<file path="src/rtl/ptns_ram.sv">
// Generic single-port-write, single-port-read RAM with registered read data.
// No dependencies.
module ptns_ram #(
  parameter int WIDTH = 32,
  parameter int DEPTH = 64,
  parameter int AW    = (DEPTH > 1) ? $clog2(DEPTH) : 1
) (
  input  logic             clk_i,
  input  logic             we_i,
  input  logic [AW-1:0]    waddr_i,
  input  logic [WIDTH-1:0] wdata_i,
  input  logic             re_i,
  input  logic [AW-1:0]    raddr_i,
  output logic [WIDTH-1:0] rdata_o
);

  logic [WIDTH-1:0] mem_q [DEPTH];
  logic [WIDTH-1:0] rdata_q;

  always_ff @(posedge clk_i) begin
    if (we_i) begin
      mem_q[waddr_i] <= wdata_i;
    end
    if (re_i) begin
      rdata_q <= mem_q[raddr_i];
    end
  end

  assign rdata_o = rdata_q;

endmodule

</file>
<file path="config.mk">
export PLATFORM = sky130hd
export DESIGN_NAME = ptns_ram
export DESIGN_NICKNAME = d
export VERILOG_FILES = /design/src/rtl/ptns_ram.sv
export SDC_FILE = /design/constraint.sdc
export NUM_CORES = 2
export LEC_CHECK = 0
export BUFFER_PORTS_ARGS = -buffer_cell sky130_fd_sc_hd__buf_2
export CAP_MARGIN = 20
export CORE_MARGIN = 2
export CORE_UTILIZATION = 57
export DETAILED_ROUTE_END_ITERATION = 16
export PLACE_DENSITY = 0.76
export SLEW_MARGIN = 20
export SYNTH_ARGS = -nofsm -noshare
export SYNTH_HDL_FRONTEND = slang
export SYNTH_SLANG_ARGS = --single-unit
</file>
<file path="constraint.sdc">
create_clock -name clk_i -period 3.8 [get_ports clk_i]
set_clock_uncertainty 0.1 [all_clocks]
set_input_delay 0.57 -clock clk_i [delete_from_list [all_inputs] [get_ports clk_i]]
set_output_delay 0.57 -clock clk_i [all_outputs]
set_load 0.05 [all_outputs]
</file>
### After elaboration in Yosys (flattened, before gate mapping)

Memory sizes are Yosys's and may differ from the RTL's. A register that Yosys moved wholly into a read port is not among the register bits.
Index checks and enable logic that the tools add are counted.

| word-level totals | value |
|---|---|
| bits in writable memories | 2048 |
| word-level logic and storage cells | 3 |
| output and inout port bits | 32 |
| memories | 1 |
| register bits | 0 |

| cells by class | value |
|---|---|
| mux-type cells | 2 |

Memories:

| name | depth | width | rd ports | clocked after memory_dff | write ports | RTL line | RTL |
|---|---|---|---|---|---|---|---|
| mem_q | 64 | 32 | 1 | 1 | 1 | 17 | `logic [WIDTH-1:0] mem_q [DEPTH];` |

Operators by type and width:

| operator | number |
|---|---|
| 1-bit two-way mux | 2 |

### Depth between registers and ports, before layout

| depth | value |
|---|---|
| depth in word-level cells | 2 |
| depth in mapped cells | 10 |

### Worst setup path before layout

Ideal clock, no wire load.

| path | value |
|---|---|
| kind | in2reg |
| start | input waddr_i[3] |
| end | memory mem_q[48][0] (enable) |
| path buffers | 1 |
| cell stages on the path | 4 |
| arrival time | 3.269 ns |
| path slack | -0.030 ns |
| cells stage by stage | clkbuf_1 > nor2b_1 > nand4b_1 > nor3_1 |

RTL lines:

| item | RTL line | RTL |
|---|---|---|
| from (decl) | 10 | `input logic [AW-1:0] waddr_i,` |
| to (decl) | 17 |  |

No word-level cell before the write port.

==> results_dict.tcl <==
set metrics [dict create \
    outcome "complete, no violations" \
    grt_first_pass_wirelength_mm 292.4 \
    critPathArrivalTime_ns 3.43 \
    globalRoute.totalOverflow 0 \
    sequential_cell_area_sq_um 62460 \
    num-fill-cells 8173 \
    max-cap-violations 0 \
    grt_start_max_net_pins 84 \
    period_share_pct 78.35 \
    synth.lib_cells_used.distinct 33 \
    syn-instance-count 3324 \
    hold_path_class "in -> reg" \
    worst_slew_pin_slew_ns 1.159 \
    instances_no_fill 5622 \
    postRouteAntennaNets 0 \
    clock_path_buffers 3 \
    setup.worst_path.end_class "flip-flop" \
    totalNegativeSetupSlack_ns 0 \
    max_clock_freq_ghz 0.3359 \
    maximum_ir_drop_on_the_vdd_rail_mv 0.4884 \
    drtPass1Iterations 6 \
    place.gp.congestion 0.8042 \
    final-max-slew-violation-count 0 \
    port_buffers 78 \
    cts_tree "done" \
    leakagePower_nw 28.17 \
    wl_mm 207.1 \
    timing.slew.headroom_pct 22.75 \
    cp_data_required_time_ns 4.25 \
    grt_util_all_layers_pct 29.76 \
    final_cell_mix "sky130_fd_sc_hd__edfxtp_1 (2080), sky130_fd_sc_hd__mux4_2 (544), sky130_fd_sc_hd__clkbuf_16 (199)" \
    ys.warnings.count 0 \
    cts_setup_buffers 0 \
    placed_cells_incl_taps 5247 \
    vias_per_cell 6.960 \
    period_minus_slack_ns 2.977 \
    drive_above_1_share_pct 31.36 \
    drt_first_iter_violations 6118 \
    cts_resized 0 \
    die_area_sq_um 141300 \
    fp.coreArea_sq_um 137300 \
    multi_input_comb_area_sq_um 15980 \
    synthesized_area_per_cell_sq_um 23.72 \
    critical_path.max_fanout 50 \
    post_synth_instance_area_sq_um 78840 \
    detailroute.via_count 39130 \
    p_int_mw 37.08 \
    grt_pass1_vias 39710 \
    proportion_of_synthesized_chip_area_in_sequential_cells_pct 79.23 \
    num-nets-final 3697 \
    start_util_pct 57.41 \
    cts_root_buffer "sky130_fd_sc_hd__clkbuf_16" \
    drc 0 \
    cts_htree_levels 4 \
    placementRows 136 \
    grt_setup_unrepaired "false" \
    power_density_nw_per_um2 524.7 \
    setup-violations-final 0 \
    power_frac_seq_pct 54.1 \
    flops_latches_synth 2080 \
    route.detailed.wl_per_inst_microns 36.84 \
    areaGrowthSynthToFinish_pct 14.08 \
    horizontal_die_dimension_microns 375.9 \
    cts.sink_count 2080 \
    clockPowerShare_pct 40.5 \
    total_clock_buffers_created_by_cts 195 \
    power_frac_comb_pct 5.4 \
    num_io_pins 79 \
    timing.setup.critical_path_class "in -> reg" \
    die_y_microns 375.9 \
    grt_antenna_before_repair 16 \
    final_common_cell "sky130_fd_sc_hd__edfxtp_1" \
    place.detailed.hpwl_mm 111.2 \
    setup.worst_path.start_class "primary input" \
    switching_power_mw 10.11 \
    p_sw_share_pct 21.42 \
    finalHoldViolCount 0 \
    synth_nets 3371 \
    clkTransAtPathRegs_ns 0.06 \
    clk-insertion-delay-late_ns 0.84 \
    holdBufCountCts 0 \
]
## through the flow
step	total power, mW	instance area [sq um]	utilization [%]	hold WS (ns)	setup WS, ns
after floorplan	27.33	78850	-	0.5689	0.4781
after global placement	28.44	83600	60.88	0.7067	-0.01198
after detailed placement	28.50	83600	60.88	0.7133	-0.01090
after CTS	47.35	89850	65.43	0.1454	0.8455
after global routing	48.29	89910	65.48	0.1796	0.7546
final	47.19	89940	65.49	0.1598	0.8229
## Yosys cell counts (all sizes together)
| cell | number | area [sq um] |
|---|---|---|
| nand2b | 8 | 50.05 |
| nor3 | 7 | 35.03 |
| and2 | 2 | 12.51 |
| a21oi | 62 | 310.3 |
| mux2i | 93 | 930.9 |
| buf | 108 | 608.1 |
| nand3b | 5 | 37.54 |
| nor2b | 15 | 93.84 |
| a311oi | 8 | 70.07 |
| o32ai | 4 | 35.03 |
| a31oi | 1 | 6.260 |
| or3b | 5 | 43.80 |
| nor2 | 137 | 514.2 |
| nand4b | 1 | 8.760 |
| a22oi | 12 | 90.09 |
| mux4 | 544 | 12250 |
| and3 | 4 | 25.02 |
| o22ai | 84 | 525.5 |
| o221ai | 27 | 236.5 |
| nand3 | 5 | 25.02 |
| edfxtp | 2080 | 62460 |
| or3 | 3 | 18.77 |
| or2 | 3 | 18.78 |
| clkbuf | 74 | 277.8 |
| a41o | 4 | 40.04 |
| nand2 | 26 | 97.59 |
| nand4 | 2 | 12.51 |
## sequential cells by signal, indices dropped and copies added, names as in the netlist
signal / cells
rdata_o: 32
mem_q: 2048
## logic make-up after synthesis
group	synth area share, %
and+or+nand+nor	1.260
AOI/OAI and AO/OA	1.666
DFF	79.23
muxes	16.72
buffers and inverters	1.124
## layout make-up
type / instances / area share [%]
Clock buffer: 253 / 5.762
Sequential cell: 2080 / 69.45
Multi-Input combinational cell: 1062 / 17.77
Antenna cell: 11 / 0.03061
Tap cell: 1794 / 2.496
Timing Repair Buffer: 311 / 3.297
Clock inverter: 111 / 1.195
## routing by layer
metal / part of all wire [%] / vias to the layer above / global-route usage (%)
li1: - / 14970 / -
met1: 34 / 20420 / 39.98
met2: 48 / 3192 / 47.09
met3: 13 / 540 / 7.612
met4: 4.5 / 14 / 12.50
met5: 0.042 / - / 0
## power groups by stage
stage	registers (mW)	logic [mW]	clock network, mW
final	25.5	2.53	19.1
after global routing	25.5	2.64	20.1
after CTS	25.5	2.51	19.3
after detailed placement	26.0	2.47	0
after global placement	26.0	2.42	0
after floorplan	26.1	1.24	0
## path summary, 6_finish.rpt
path / end / start / cells after the start / slack, ns
setup / recovery: rdata_o[30] / raddr_i[1] / 7 / 0.82
hold / removal: mem_q[43][3] / wdata_i[3] / 1 / 0.16
setup reg to reg: rdata_o[30] / mem_q[3][30] / 4 / 1.11
hold reg to reg: rdata_o[4] / mem_q[29][4] / 4 / 0.78
## worst max-delay path, stage by stage
cell	delay [ns]
sky130_fd_sc_hd__buf_8	0.48
sky130_fd_sc_hd__buf_12	0.27
sky130_fd_sc_hd__buf_12	0.27
sky130_fd_sc_hd__mux4_2	0.38
sky130_fd_sc_hd__mux4_2	0.49
sky130_fd_sc_hd__o22ai_1	0.82
sky130_fd_sc_hd__nor2_1	0.10
(Power assumes the default switching activity.)
