### src/rtl/ptns_pkg.sv
// Shared types and constants for the PWM tone note sequencer.
// Used by the top level, the divider and the checker.
package ptns_pkg;

  // Default note table depth
  localparam int NOTE_DEPTH_DEF = 64;

  // Field widths
  localparam int CMD_W   = 2;
  localparam int IDX_W   = 6;
  localparam int FREQ_W  = 16;
  localparam int DUR_W   = 16;
  localparam int CNT_W   = 7;
  localparam int ENTRY_W = FREQ_W + DUR_W;

  // Stream widths
  localparam int S_TDATA_W = 48;  // idx, freq, dur, count: 45 bits used
  localparam int S_TUSER_W = CMD_W;
  localparam int M_TDATA_W = 8;   // pin_level, busy_res: 2 bits used

  // Timer constants
  localparam logic [31:0]       TIMER_CLOCK_HZ = 32'd1041749;
  localparam logic [FREQ_W-1:0] REST_TOP       = 16'd1042;

  // Periods per note: floor(f * d / 1000) as (p * MS_RECIP_MUL) >> MS_RECIP_SHIFT,
  // exact for every product below the saturation point (under 2**26)
  localparam int                        MS_RECIP_IN_W    = 26;
  localparam int                        MS_RECIP_MUL_W   = 27;
  localparam int                        MS_RECIP_SHIFT   = 36;
  localparam logic [MS_RECIP_MUL_W-1:0] MS_RECIP_MUL     = 27'd68719477;
  localparam logic [31:0]               PERIODS_SAT_PROD = 32'd65536000;  // 65536 * 1000

  // Divider operand widths
  localparam int DIV_N_W = 32;
  localparam int DIV_D_W = 16;

  typedef enum logic [CMD_W-1:0] {
    CMD_TICK  = 2'd0,
    CMD_WRITE = 2'd1,
    CMD_START = 2'd2,
    CMD_MUTE  = 2'd3
  } cmd_e;

  typedef enum logic [3:0] {
    S_IDLE  = 4'b0001,
    S_FETCH = 4'b0010,
    S_DIV   = 4'b0100,
    S_DONE  = 4'b1000
  } state_e;

  // Divider handshake
  typedef struct packed {
    logic                 start;
    logic [DIV_N_W-1:0]   dividend;
    logic [DIV_D_W-1:0]   divisor;
  } div_req_t;

endpackage

### src/rtl/ptns_div.sv
// Radix-2 restoring divider, one quotient bit per cycle.
// Depends on ptns_pkg for operand widths and the request struct.
module ptns_div (
  input  logic                     clk_i,
  input  logic                     rst_ni,
  input  ptns_pkg::div_req_t       req_i,
  output logic                     done_o,
  output logic [ptns_pkg::DIV_N_W-1:0] quotient_o
);
  import ptns_pkg::*;

  localparam int CW = $clog2(DIV_N_W);

  logic               busy_q, busy_d;
  logic               done_q, done_d;
  logic [CW-1:0]      cnt_q, cnt_d;
  logic [DIV_N_W-1:0] quo_q, quo_d;
  logic [DIV_D_W-1:0] rem_q, rem_d;
  logic [DIV_D_W-1:0] dvs_q, dvs_d;
  logic [DIV_D_W:0]   trial;
  logic               fits;

  assign trial = {rem_q, quo_q[DIV_N_W-1]};
  assign fits  = trial >= {1'b0, dvs_q};

  always_comb begin
    busy_d = busy_q;
    done_d = 1'b0;
    cnt_d  = cnt_q;
    quo_d  = quo_q;
    rem_d  = rem_q;
    dvs_d  = dvs_q;
    if (req_i.start) begin
      busy_d = 1'b1;
      cnt_d  = '0;
      quo_d  = req_i.dividend;
      rem_d  = '0;
      dvs_d  = req_i.divisor;
    end else if (busy_q) begin
      // shift in one dividend bit, subtract when the divisor fits
      rem_d = fits ? DIV_D_W'(trial - {1'b0, dvs_q}) : trial[DIV_D_W-1:0];
      quo_d = {quo_q[DIV_N_W-2:0], fits};
      cnt_d = CW'(cnt_q + 1'b1);
      if (cnt_q == CW'(DIV_N_W - 1)) begin
        busy_d = 1'b0;
        done_d = 1'b1;
      end
    end
  end

  always_ff @(posedge clk_i or negedge rst_ni) begin
    if (!rst_ni) begin
      busy_q <= 1'b0;
      done_q <= 1'b0;
      cnt_q  <= '0;
    end else begin
      busy_q <= busy_d;
      done_q <= done_d;
      cnt_q  <= cnt_d;
    end
  end

  always_ff @(posedge clk_i) begin
    quo_q <= quo_d;
    rem_q <= rem_d;
    dvs_q <= dvs_d;
  end

  assign done_o     = done_q;
  assign quotient_o = quo_q;

endmodule

### config.mk
export PLATFORM = sky130hd
export DESIGN_NAME = ptns_div
export DESIGN_NICKNAME = d
export VERILOG_FILES = /design/src/rtl/ptns_pkg.sv /design/src/rtl/ptns_div.sv
export SDC_FILE = /design/constraint.sdc
export NUM_CORES = 1
export LEC_CHECK = 0
export BUFFER_PORTS_ARGS = -buffer_cell sky130_fd_sc_hd__buf_2
export CORE_ASPECT_RATIO = 1.2
export CORE_MARGIN = 2
export CORE_UTILIZATION = 49
export DETAILED_ROUTE_END_ITERATION = 8
export MAX_ROUTING_LAYER = met4
export PLACE_DENSITY_LB_ADDON = 0.12
export SLEW_MARGIN = 20
export SYNTH_ARGS = -nofsm -noshare
export SYNTH_HDL_FRONTEND = slang
export SYNTH_SLANG_ARGS = --single-unit
### constraint.sdc
create_clock -name clk_i -period 2.3 [get_ports clk_i]
set_clock_uncertainty 0.2 [all_clocks]
set_input_delay 0.46 -clock clk_i [delete_from_list [all_inputs] [get_ports clk_i]]
set_output_delay 0.46 -clock clk_i [all_outputs]
set_load 0.03 [all_outputs]
# Word level (Yosys, flattened, before mapping)
# Index checks and enable logic that the tools add are counted.
word_totals:
  ff_bits: 71
  inputBits: 51
  out_inout_bits: 33
  word_cells: 22
op_classes:
  add_sub_neg: 2
  n_lt_le_gt_ge: 1
  eq_ne: 1
  n_mux: 11
  reduce_logical: 1
op_table:
  columns: ["cell", "n"]
  rows:
  - ["2-to-1 mux 32 bit", 2]
  - ["greater-or-equal comparator 17 x 16 -> 1 bit", 1]
  - ["2-to-1 mux 16 bit", 1]
  - ["subtractor 16 bit", 1]
  - ["2-to-1 mux 5 bit", 2]
  - ["2-to-1 mux 1 bit", 6]
  - ["adder 5 x 1 -> 5 bit (second input constant)", 1]
  - ["equality test 5 bit (second input constant)", 1]
  - ["nonzero test 2 bit", 1]

# Logic depth before layout (Yosys ltp)
logic_depth:
  word_depth: 4
  depth_mapped: 10
  depth_no_buf: 9

# Least setup slack after synthesis
# OpenSTA, ideal clock, no wires.
synth_path:
  kind: "reg-to-reg"
  start: "register quo_q[31], in the netlist quotient_o[31]"
  end: "register rem_q[14]"
  setup_ns: 0.069
  t_arrival_ns: 2.387
  required_time_ns: 2.031
  path_slack_ns: -0.356
  stages_incl_launch_ff: 10
  n_path_buf: 0
  synth_period_minus_slack_ns: 2.656
  path_cell_list: "edfxtp_1 > inv_1 > ha_1 > fa_1 > nor2b_1 > o31a_1 > o311a_1 > nor4_1 > or4b_1 > o21ai_1"
synth_between:
  elab_chain_cells: 2
  word_cells_on_any_way: 3
  cone_classes: "1 x add/sub; 1 x order compare; 1 x mux"
synth_lines:
  columns: ["element", "line_no", "rtl"]
  rows:
  - ["from (decl)", "ptns_div.sv:17", "logic [DIV_N_W-1:0] quo_q, quo_d;"]
  - ["from (signal assigned)", "ptns_div.sv:64", "quo_q <= quo_d;"]
  - ["subtractor 16 bit / greater-or-equal comparator 17 x 16 -> 1 bit (equally long branches)", "ptns_div.sv:41, ptns_div.sv:24", null]
  - ["2-to-1 mux 16 bit (*)", "ptns_div.sv:41", "rem_d = fits ? DIV_D_W'(trial - {1'b0, dvs_q}) : trial[DIV_D_W-1:0];"]
  - ["to (signal assigned)", "ptns_div.sv:65", "rem_q <= rem_d;"]
  - ["to (decl)", "ptns_div.sv:18", "logic [DIV_D_W-1:0] rem_q, rem_d;"]
# Every way passes the cells marked *; elsewhere a longest branch is shown, timed or not.
# A chain may end at the register's enable or synchronous reset.

# Worst setup path in the final report
layout_path:
  start: "register dvs_q[0]"
  end: "register rem_q[14]"
layout_between:
  elab_chain_cells: 2
  word_cells_on_any_way: 3
  cone_classes: "1 x add/sub; 1 x order compare; 1 x mux"
layout_lines:
  columns: ["element", "line_no", "rtl"]
  rows:
  - ["from (decl)", "ptns_div.sv:19", "logic [DIV_D_W-1:0] dvs_q, dvs_d;"]
  - ["from (signal assigned)", "ptns_div.sv:66", "dvs_q <= dvs_d;"]
  - ["subtractor 16 bit / greater-or-equal comparator 17 x 16 -> 1 bit (equally long branches)", "ptns_div.sv:41, ptns_div.sv:24", null]
  - ["2-to-1 mux 16 bit (*)", "ptns_div.sv:41", null]
# Marked as above.

==> flow_summary.yaml <==
route:
  wl_microns: 9290
  wl_per_cell_microns: 16.2
  firstDrtPassIters: 6
  vias: 3149
  vias_per_cell: 5.48
  ant_nets: 0
  drt_iter0_drc: 107
  drc: 0
worst_setup_path:
  crit_slowest_cell: "or4b_1"
  cp-end-kind: "flop"
  required_ns: 2.38
  cp_max_fo: 3
  crit_arrival_ns: 2.61
  start_kind: "flop"
  crit_chain: "ha_4 > fa_2 > nor2b_2 > o31a_1 > o311a_1 > nor4_1 > or4b_1 > o21ai_1"
  path_class: "flop to flop"
  path_buf_inv: 0
  r2r-start: "dvs_q[0]"
  crit_family: "simple AND/OR/NAND/NOR gates"
  max_stage_delay_ns: 0.52
  cp-startpoint: "dvs_q[0]"
flow_run:
  cap_violations: 0
timing:
  rsz0062_at_grt: "true"
  setup_viol: 16
  tightest_slew_ns: 0.536
  fin_crit_sh: 1.10
  slew_violations: 0
  relSlewSlack: 0.639
  final-hold-violation-count: 0
  min_period_ns: 2.53
  fmax_ghz: 0.395
  fin_ws_ns: -0.233
  hold_slack_ns: 0.0869
placed_design:
  placed_cells: 549
  port_buffers: 83
  hpwl_microns: 6670
  gp_congestion: 0.954
power_and_ir_drop:
  p_leak_nw: 2.35
  seq_power_share: 0.500
  swShare: 0.290
  p_comb_frac: 0.210
  intPower_mw: 2.14
  vdd_ir_drop_max_uv: 602
  clkPwrFrac: 0.290
  p_switching_mw: 0.875
  p_per_area_nw_per_um2: 567
clock_network:
  cts.sinks: 71
  clkLatencyLatePin_ns: 0.34
  clockRootBuffer: "clkbuf_8"
  cts_tree: "done"
  clockBufferDepth: 2
  cts_buffers: 9
  htree_levels: 3
  clk_pin_slew_ns: 0.08
logic_synthesis:
  syn_area_sq_um: 3770
  ys_seq_elements: 71
  synth-edff-count: 48
  synth_cells: 323
  avgSynthCellArea_sq_um: 11.7
  ys_seq_area_frac: 0.513
  synth-async-reset-ratio: 0.0986
  synth.net_count: 393
  yosysUniqueCellTypes: 60
  synth_warnings: 0
  synth_ff_type: "edfxtp_1"
grt:
  met2_usage: 0.400
  grt_pass1_vias: 3327
  antenna_found_initial: 0
  met3_usage: 0.0477
  globalRouteTotalUtil: 0.231
  busiest_layer: "met2"
  grt_max_degree: 33
  grt_pass1_wl_microns: 15000
  grt.overflow.total: 0
  use_met1: 0.263
floorplan:
  initial_core_util: 0.498
  num_rows: 35
  die_area_sq_um: 8430
  io_pins: 84
  core_area_sq_um: 7580
  die_w_microns: 84.1
  die_h_microns: 100
finish:
  final_cell_mix: "buf_2, buf_4, edfxtp_1"
  drive_gt1_frac: 0.524
  final_common_cell: "buf_2"
  fillCellCount: 594
  areaGrowthSynthToFinish_pct: 40.8
  nNetsFinal: 548
  layout.cells.non_filler: 575
  antenna-diode-count: 0
outcome:
  status: "finished, violations left"
  violations: "setup timing"
min_path:
  hp-start: "req_i[14]"
  hold_class: "primary input to flop"
==> final cells by class <==
type / count / area (sq um) / area share
inverter: 23 / 88.8 / 0.0167
timing repair buffer: 155 / 981 / 0.185
tap: 92 / 115 / 0.0217
clock buffer: 10 / 128 / 0.0240
sequential: 71 / 1940 / 0.364
multi-input combinational: 218 / 2030 / 0.381
clock inverter: 6 / 38.8 / 0.00730
==> repair_timing <==
item	in CTS	in global routing
endpoints found under the setup margin	17	17
hold endpoints to repair	7	0
pin swaps	20	14
gates resized for setup	31	28
hold buffers	1	0
buffers inserted	4	7
==> routing by layer <==
metal,up-vias,wire length [microns]
met3,19,375
li1,1531,-
met4,0,214
met2,83,4760
met5,-,0
met1,1516,3940
==> state kept, by name, indices dropped and copies added (netlist names) <==
signal      cells
cnt_q           5
done_o          1
dvs_q          16
rem_q          16
busy_q          1
quotient_o     32
==> path summary, 6_finish.rpt <==
| kind | end | slack [ns] | cells past startpoint |
|---|---|---|---|
| setup / recovery | rem_q[14] | -0.23 | 8 |
| hold / removal | dvs_q[14] | 0.09 | 1 |
| setup reg to reg | rem_q[14] | -0.23 | 8 |
| hold reg to reg | rem_q[3] | 0.27 | 2 |
| max in group asynchronous | busy_q | 1.46 | 2 |
| min in group asynchronous | done_o | 0.28 | 2 |
==> power by group through the flow <==
| stage | logic [mW] | clock network, mW | registers (mW) |
|---|---|---|---|
| finish | 0.633 | 0.874 | 1.51 |
| global route | 0.680 | 0.931 | 1.52 |
| CTS | 0.607 | 0.899 | 1.51 |
| detailed placement | 0.568 | 0 | 1.53 |
| global placement | 0.561 | 0 | 1.53 |
| floorplan | 0.233 | 0 | 1.65 |
==> metrics by stage <==
step	power [mW]	cell area (sq um)	setup slack, ns	util	TNS (ns)
final	3.01	5320	-0.233	0.702	-1.39
after global routing	3.13	5320	-0.344	0.702	-3.48
after detailed placement	2.10	4780	-0.252	0.631	-2.44
after CTS	3.01	5160	-0.150	0.681	-0.855
after global placement	2.09	4780	-0.193	0.631	-1.88
after floorplan	1.88	3840	-0.354	-	-0.794
==> synth_stat cells (2+ instances only) <==
master	instances	area share
o21ai_0	16	0.021
and4_1	2	0.0046
nand2b_1	4	0.0066
buf_6	2	0.0060
xnor2_1	5	0.012
o21ai_1	5	0.0066
buf_2	2	0.0027
o311a_1	2	0.0053
nor2_1	22	0.022
ha_1	18	0.060
nor4_1	3	0.0050
o21a_1	4	0.0080
nand2_1	16	0.016
dfrtp_1	7	0.046
a21oi_1	13	0.017
a311oi_1	5	0.012
clkbuf_1	6	0.0060
a211o_1	2	0.0046
a32oi_1	4	0.0093
mux2_2	32	0.095
a21o_1	5	0.0099
nor3_1	5	0.0066
xor2_1	3	0.0070
and3_1	3	0.0050
o211a_1	2	0.0053
o31ai_1	2	0.0040
dfxtp_1	16	0.085
nor2b_1	3	0.0050
a211oi_1	4	0.0080
edfxtp_1	48	0.38
mux2i_1	9	0.024
nand3_1	2	0.0027
o31a_1	2	0.0046
inv_1	23	0.023
==> worst reg2reg max path, delay by kind of cell (launching register included) <==
family / cells / cell delay, ns
AOI/OAI and AO/OA: 3 / 0.51
and+or+nand+nor: 3 / 0.74
adders and majority gates: 2 / 0.59
DFF: 1 / 0.43
==> kinds of logic (layout without fill, tap and decap cells) <==
group	Yosys count	in the layout	synth area share
simple gates	70	70	0.0971
buf+inv	34	194	0.0384
fa+ha+maj	19	19	0.0650
flops	71	71	0.513
xor+xnor	8	8	0.0186
mux	41	41	0.119
compound gates	80	80	0.148
(Power assumes the default switching activity.)
